--- src/sv/shsm_pkg.sv ---
package shsm_pkg;

  // time width default
  localparam int TIME_BITS_DEF = 32;

  // phase and coil codes
  localparam logic [3:0] PHASE_OFF    = 4'd8;
  localparam logic [1:0] COIL_INVALID = 2'd3;
  localparam int         NUM_PHASES   = 8;
  localparam int         NUM_LINES    = 4;

  // sticky error codes
  localparam logic [2:0] ERR_NONE      = 3'd0;
  localparam logic [2:0] ERR_TOO_FAST  = 3'd1;
  localparam logic [2:0] ERR_BOTH_HIGH = 3'd2;
  localparam logic [2:0] ERR_TURN_OFF  = 3'd3;
  localparam logic [2:0] ERR_JUMP      = 3'd4;

  // half-step phase table, coil 0 and coil 1 codes
  localparam logic [1:0] PHASE_COIL0 [NUM_PHASES] =
    '{2'd2, 2'd2, 2'd0, 2'd1, 2'd1, 2'd1, 2'd0, 2'd2};
  localparam logic [1:0] PHASE_COIL1 [NUM_PHASES] =
    '{2'd0, 2'd2, 2'd2, 2'd2, 2'd0, 2'd1, 2'd1, 2'd1};

  typedef struct packed {
    logic [3:0]  pin_levels;
    logic [31:0] now_us;
  } sample_t;

  typedef struct packed {
    logic [3:0] drive_pins;
    logic [3:0] phase;
    logic [2:0] error_code;
  } result_t;

  // monitor state carried along the line chain
  typedef struct packed {
    logic [3:0] accepted;
    logic [3:0] driven;
    logic [3:0] phase;
    logic [2:0] error;
    logic       stamped;
  } line_state_t;

  // look up the phase of a coil pair, PHASE_OFF when not in the table
  function automatic logic [3:0] phase_lookup(input logic [1:0] c0, input logic [1:0] c1);
    logic [3:0] found;
    found = PHASE_OFF;
    for (int p = NUM_PHASES - 1; p >= 0; p--) begin
      if (PHASE_COIL0[3'(p)] == c0 && PHASE_COIL1[3'(p)] == c1) begin
        found = 4'(p);
      end
    end
    return found;
  endfunction

endpackage

--- src/sv/shsm_line.sv ---
module shsm_line
  import shsm_pkg::*;
(
  input  line_state_t st_in,
  input  logic [1:0]  idx,
  input  logic        level,
  input  logic        fast_first,
  input  logic        min_nonzero,
  output line_state_t st_out
);

  logic [3:0] acc_new;
  logic [1:0] coil0;
  logic [1:0] coil1;
  logic [3:0] found;
  logic [2:0] diff;
  logic       too_fast;

  // decode the coils from the accepted levels with this line applied
  always_comb begin
    acc_new      = st_in.accepted;
    acc_new[idx] = level;
    coil0        = {acc_new[0], acc_new[1]};
    coil1        = {acc_new[2], acc_new[3]};
    found        = phase_lookup(coil0, coil1);
    diff         = found[2:0] - st_in.phase[2:0];
    too_fast     = st_in.stamped ? min_nonzero : fast_first;
  end

  // handle one line change
  always_comb begin
    st_out = st_in;
    if (st_in.accepted[idx] != level) begin
      st_out.driven[idx] = level;
      if (too_fast) begin
        st_out.error = ERR_TOO_FAST;
      end else begin
        st_out.stamped  = 1'b1;
        st_out.accepted = acc_new;
        if (coil0 == COIL_INVALID || coil1 == COIL_INVALID) begin
          st_out.error = ERR_BOTH_HIGH;
        end else if (st_in.phase >= PHASE_OFF) begin
          st_out.phase = found;
        end else if (found == PHASE_OFF) begin
          st_out.error = ERR_TURN_OFF;
        end else if (diff != 3'd0 && diff != 3'd1 && diff != 3'd7) begin
          st_out.error = ERR_JUMP;
        end else begin
          st_out.phase = found;
        end
      end
    end
  end

endmodule

--- src/sv/stepper_halfstep_sequence_monitor.sv ---
// channel  | direction | handshake       | payload
// ---------+-----------+-----------------+----------------------------------
// sample   | in        | valid / stall   | sample_t: pin_levels, now_us
// result   | out       | valid / stall   | result_t: drive_pins, phase, error_code
// cfg      | in        | valid / ready   | min_step_time, 32 bits
//
// one sample per cycle sustained while the result side is not stalled; an accepted sample passes through
// the sample register, then the four-line chain into the result register
// synchronous reset clears control state, phase to off, errors and timing to zero
// a stalled result holds; the sample register keeps filling the pipe until it too is full
// cfg_ready is always high
module stepper_halfstep_sequence_monitor
  import shsm_pkg::*;
#(
  parameter int TIME_BITS = TIME_BITS_DEF
) (
  input  logic        clk,
  input  logic        rst,
  input  logic        sample_valid,
  output logic        sample_stall,
  input  sample_t     sample,
  output logic        result_valid,
  input  logic        result_stall,
  output result_t     result,
  input  logic        cfg_valid,
  output logic        cfg_ready,
  input  logic [31:0] cfg_min_step_time
);

  // configuration and monitor state
  logic [31:0]          min_step_time;
  logic [3:0]           accepted_levels;
  logic [TIME_BITS-1:0] last_change_time;
  logic [3:0]           current_phase;
  logic [2:0]           latched_error;
  logic [3:0]           driven_levels;

  // sample register
  logic    held_full;
  sample_t held;

  logic                 out_free;
  logic                 advance;
  logic [TIME_BITS-1:0] now_t;
  logic [TIME_BITS-1:0] min_t;
  logic                 fast_first;
  logic                 min_nonzero;
  line_state_t          chain [NUM_LINES+1];

  assign cfg_ready    = 1'b1;
  assign out_free     = !result_valid || !result_stall;
  assign advance      = held_full && out_free;
  assign sample_stall = held_full && !out_free;

  // configuration register
  always_ff @(posedge clk) begin
    if (rst) begin
      min_step_time <= '0;
    end else if (cfg_valid && cfg_ready) begin
      min_step_time <= cfg_min_step_time;
    end
  end

  // sample register
  always_ff @(posedge clk) begin
    if (rst) begin
      held_full <= 1'b0;
    end else if (sample_valid && !sample_stall) begin
      held_full <= 1'b1;
    end else if (advance) begin
      held_full <= 1'b0;
    end
  end

  always_ff @(posedge clk) begin
    if (sample_valid && !sample_stall) begin
      held <= sample;
    end
  end

  // elapsed-time check against the stored change time
  always_comb begin
    now_t       = TIME_BITS'(held.now_us);
    min_t       = TIME_BITS'(min_step_time);
    fast_first  = (now_t - last_change_time) < min_t;
    min_nonzero = (min_t != '0);
  end

  assign chain[0] = '{accepted: accepted_levels, driven: driven_levels,
                      phase: current_phase, error: latched_error, stamped: 1'b0};

  // four lines in order, line 0 first
  for (genvar i = 0; i < NUM_LINES; i++) begin : g_line
    shsm_line u_line (
      .st_in      (chain[i]),
      .idx        (2'(i)),
      .level      (held.pin_levels[i]),
      .fast_first (fast_first),
      .min_nonzero(min_nonzero),
      .st_out     (chain[i+1])
    );
  end

  // state update on each processed transaction
  always_ff @(posedge clk) begin
    if (rst) begin
      accepted_levels  <= '0;
      last_change_time <= '0;
      current_phase    <= PHASE_OFF;
      latched_error    <= ERR_NONE;
      driven_levels    <= '0;
    end else if (advance) begin
      accepted_levels <= chain[NUM_LINES].accepted;
      current_phase   <= chain[NUM_LINES].phase;
      latched_error   <= chain[NUM_LINES].error;
      driven_levels   <= chain[NUM_LINES].driven;
      if (chain[NUM_LINES].stamped) begin
        last_change_time <= now_t;
      end
    end
  end

  // result register
  always_ff @(posedge clk) begin
    if (rst) begin
      result_valid <= 1'b0;
    end else if (advance) begin
      result_valid <= 1'b1;
    end else if (!result_stall) begin
      result_valid <= 1'b0;
    end
  end

  always_ff @(posedge clk) begin
    if (advance) begin
      result <= '{drive_pins: chain[NUM_LINES].driven, phase: chain[NUM_LINES].phase,
                  error_code: chain[NUM_LINES].error};
    end
  end

endmodule

--- config.mk ---
export PLATFORM = sky130hd
export DESIGN_NAME = stepper_halfstep_sequence_monitor
export DESIGN_NICKNAME = d
export VERILOG_FILES = /design/src/sv/shsm_pkg.sv /design/src/sv/shsm_line.sv /design/src/sv/stepper_halfstep_sequence_monitor.sv
export SDC_FILE = /design/constraint.sdc
export NUM_CORES = 1
export LEC_CHECK = 0
export BUFFER_PORTS_ARGS = -buffer_cell sky130_fd_sc_hd__buf_2
export CAP_MARGIN = 25
export CORE_MARGIN = 1
export CORE_UTILIZATION = 55
export CTS_CLUSTER_SIZE = 24
export DETAILED_ROUTE_END_ITERATION = 7
export PLACE_DENSITY = 0.85
export SLEW_MARGIN = 20
export SYNTH_ARGS = -nofsm -noshare
export SYNTH_HDL_FRONTEND = slang
export SYNTH_SLANG_ARGS = --single-unit
--- constraint.sdc ---
create_clock -name clk -period 11.9 [get_ports clk]
set_clock_uncertainty 0.1 [all_clocks]
set_input_delay 1.19 -clock clk [delete_from_list [all_inputs] [get_ports clk]]
set_output_delay 1.19 -clock clk [all_outputs]
set_load 0.01 [all_outputs]
==> impl_metrics.yaml <==
status:
  run_status: "finished, final reports clean"
power_and_ir_drop:
  ir_drop_mv: 0.158
  power_density_mw_per_mm2: 164
  leakagePower_nw: 3.82
synth:
  ys_types: 73
  syn_area_per_cell_um2: 8.62
  synthTopCellsByCount: "nand2_1 (121), nor2_1 (91), inv_1 (88)"
  synth-async-reset-ratio_pct: 0
  ys.flop_type: "dfxtp_1"
  seq_area_frac_synth_pct: 37.5
  synth_area_mm2: 0.00809
  synthCells: 938
  synth-edff-count: 47
  synth_fp_nets: 1082
  synth.most_common_cell: "nand2_1"
  synth-seq-cells: 128
  yosys-top-cells-area: "dfxtp_1 (20%), edfxtp_1 (17%), ha_1 (10%), nand2_1 (5.6%), a21oi_1 (5.3%)"
  synth_top_cell_area_share_pct: 20.0
  yosysTopAreaCell: "dfxtp_1"
  synth_warnings: 0
final_layout:
  fin_util_pct: 66.7
  num-fill-cells: 1178
  final_nets: 1165
  drive_gt1_share_pct: 15.8
  multi_input_area_mm2: 0.00469
  regArea_mm2: 0.00303
  area_growth_pct: 16.2
  diodes: 0
setup_path:
  critPathArrivalTime_ns: 11.38
  slowest_stage: "fa_1"
  worst_setup_path_end_kind: "flop"
  crit_path_max_incr_delay_ns: 0.44
  crit_fanout: 13
  cp-start-kind: "flop"
  cp_data_required_time_ns: 11.98
  path_class: "flop to flop"
  regToRegStartpoint: "now_t[0]"
  cpMostUsedCell: "ha_1"
  crit_start: "now_t[0]"
clock_tree:
  cts_max_path_buffers: 2
  cts_made_buffers: 17
  clk-insertion-delay-late_ns: 0.43
  holdBufCountCts: 0
  cts_tree: "done"
  h-tree-depth: 4
  clk_pin_slew_worst_paths_ns: 0.06
  cts_root_buffer: "clkbuf_16"
  clock_sinks: 128
routing:
  drtAntennaViolNets: 0
  viasPerCell: 5.78
  vias: 7013
  wl_um: 19200
  wl_per_cell_um: 15.8
  drc_errors: 0
  drt_iter0_markers: 499
  firstDrtPassIters: 5
floorplan:
  rows: 43
  io_pins: 87
  die-width_um: 123
  die-area_mm2: 0.0152
  fp.dieH_um: 123
  start_util_pct: 57.4
  coreArea_mm2: 0.0141
sta:
  tns_ns: 0
  slew_viol_final: 0
  fin_crit_sh_pct: 95.0
  worst_slew_pin_slew_ns: 1.06
  setup_viol: 0
  holdWs_ns: 0.352
  hold_viol: 0
  max-slew-margin-rel_pct: 29.4
  layout_min_cycle_time_ns: 11.30
  fmax_mhz: 88.5
place:
  portBuffers: 85
  post-dp-hpwl_um: 13800
  place.gp.congestion: 0.984
grt:
  grt_pass1_vias: 6646
  grt_max_degree: 84
  antenna_found_initial: 0
  gr-total-overflow: 0
  grt.total_usage_pct: 26.4
  grt_pass1_wl_um: 31000
hold_path:
  hold_start: "last_change_time[14]"
  hold_path.class: "flop to flop"
flow_run:
  maxCapViolations: 0
## logic make-up (layout without fill, tap and decap cells)
| group | count (synthesis) | count (layout) | synth area share, % |
|---|---|---|---|
| compound gates | 212 | 212 | 16.9 |
| xor+xnor | 36 | 36 | 3.90 |
| simple gates | 320 | 320 | 18.1 |
| mux | 48 | 48 | 6.25 |
| fa+ha+maj | 72 | 72 | 11.6 |
| other cells | 1 | 1 | 0.0464 |
| flops | 128 | 128 | 37.5 |
| buf+inv | 121 | 217 | 5.78 |
## power by group
part           total (W)  internal [W]  switching, W
sequential      0.000512      0.000488     0.0000237
clock           0.000522      0.000321      0.000201
combinational   0.000512      0.000215      0.000296
## stage by stage
| step | area [um^2] | std cells | total power [W] | setup WS (ns) |
|---|---|---|---|---|
| after CTS | 9290 | 1211 | 0.00153 | 0.321 |
| after global placement | 8670 | 1178 | 0.000992 | 0.693 |
| after floorplan | 8090 | 938 | 0.000887 | 1.37 |
| after detailed placement | 8690 | 1179 | 0.00100 | 0.398 |
| final | 9400 | 1214 | 0.00155 | 0.598 |
| after global routing | 9400 | 1214 | 0.00163 | -0.0968 |
## state kept, by name, indices dropped and copies added (netlist names)
register,flops
held_full,1
current_phase,4
driven_levels,4
last_change_time,32
latched_error,3
result,11
accepted_levels,4
min_step_time,32
result_valid,1
now_t,32
held,4
## critical path: cells and delay by family (launching register included)
family,cells,cell delay (ns)
xor+xnor,3,0.56
mux,5,0.95
flops,1,0.34
simple gates,13,1.84
buf+inv,5,0.36
compound gates,24,4.40
fa+ha+maj,9,2.47
## cells in the final DEF (no fill, tap or decap), types with 4 or more instances in the layout
cell type and count:
ha_1 66, nand2_1 121, o21a_1 13, nor2b_1 6, a211o_1 4, inv_1 88, and3_1 9, xor2_1 10
nor2_1 90, and2_1 7, nor4_1 9, o211ai_1 7, a21o_1 9, a211oi_1 6, nand3_1 22, clkbuf_16 17
nor3_1 11, a31oi_1 9, o21ai_0 24, buf_2 85, o31a_1 5, o22ai_1 4, buf_4 10, a21oi_1 82
xnor2_1 25, nand4_1 10, fa_1 5, a21oi_2 5, dfxtp_1 81, clkinv_4 5, mux2i_1 41, nand2b_1 14
o21ai_1 7, edfxtp_1 47
## routing by layer
| layer | global-route usage (%) | vias up | part of all wire [%] | routed length, um |
|---|---|---|---|---|
| met2 | 42.2 | 207 | 47 | 8970 |
| met4 | 11.4 | 0 | 2.9 | 548 |
| met1 | 34.5 | 3311 | 45 | 8640 |
| met3 | 5.58 | 41 | 5.5 | 1050 |
| met5 | 0 | - | 0 | 0 |
| li1 | - | 3454 | - | - |
## final cells by class
| class | instances | share of cell area, % |
|---|---|---|
| Tap cell | 180 | 2.40 |
| Inverter | 89 | 3.55 |
| Multi-Input combinational cell | 689 | 49.9 |
| Clock inverter | 11 | 1.40 |
| Timing Repair Buffer | 96 | 5.62 |
| Clock buffer | 21 | 4.90 |
| Sequential cell | 128 | 32.3 |
## path summary, 6_finish.rpt
| path | endpoint | slack [ns] | cells after the start |
|---|---|---|---|
| hold reg to reg | last_change_time[14] | 0.35 | 2 |
| hold / removal | last_change_time[14] | 0.35 | 2 |
| setup / recovery | result[3] | 0.60 | 59 |
| setup reg to reg | result[3] | 0.60 | 59 |
## repair_timing
| action | 4_1_cts | 5_1_grt |
|---|---|---|
| resized for setup | 0 | 24 |
| setup endpoints to repair | 0 | 12 |
| buffers inserted | 0 | 3 |
Note: power is estimated with default switching activity, not from simulation.
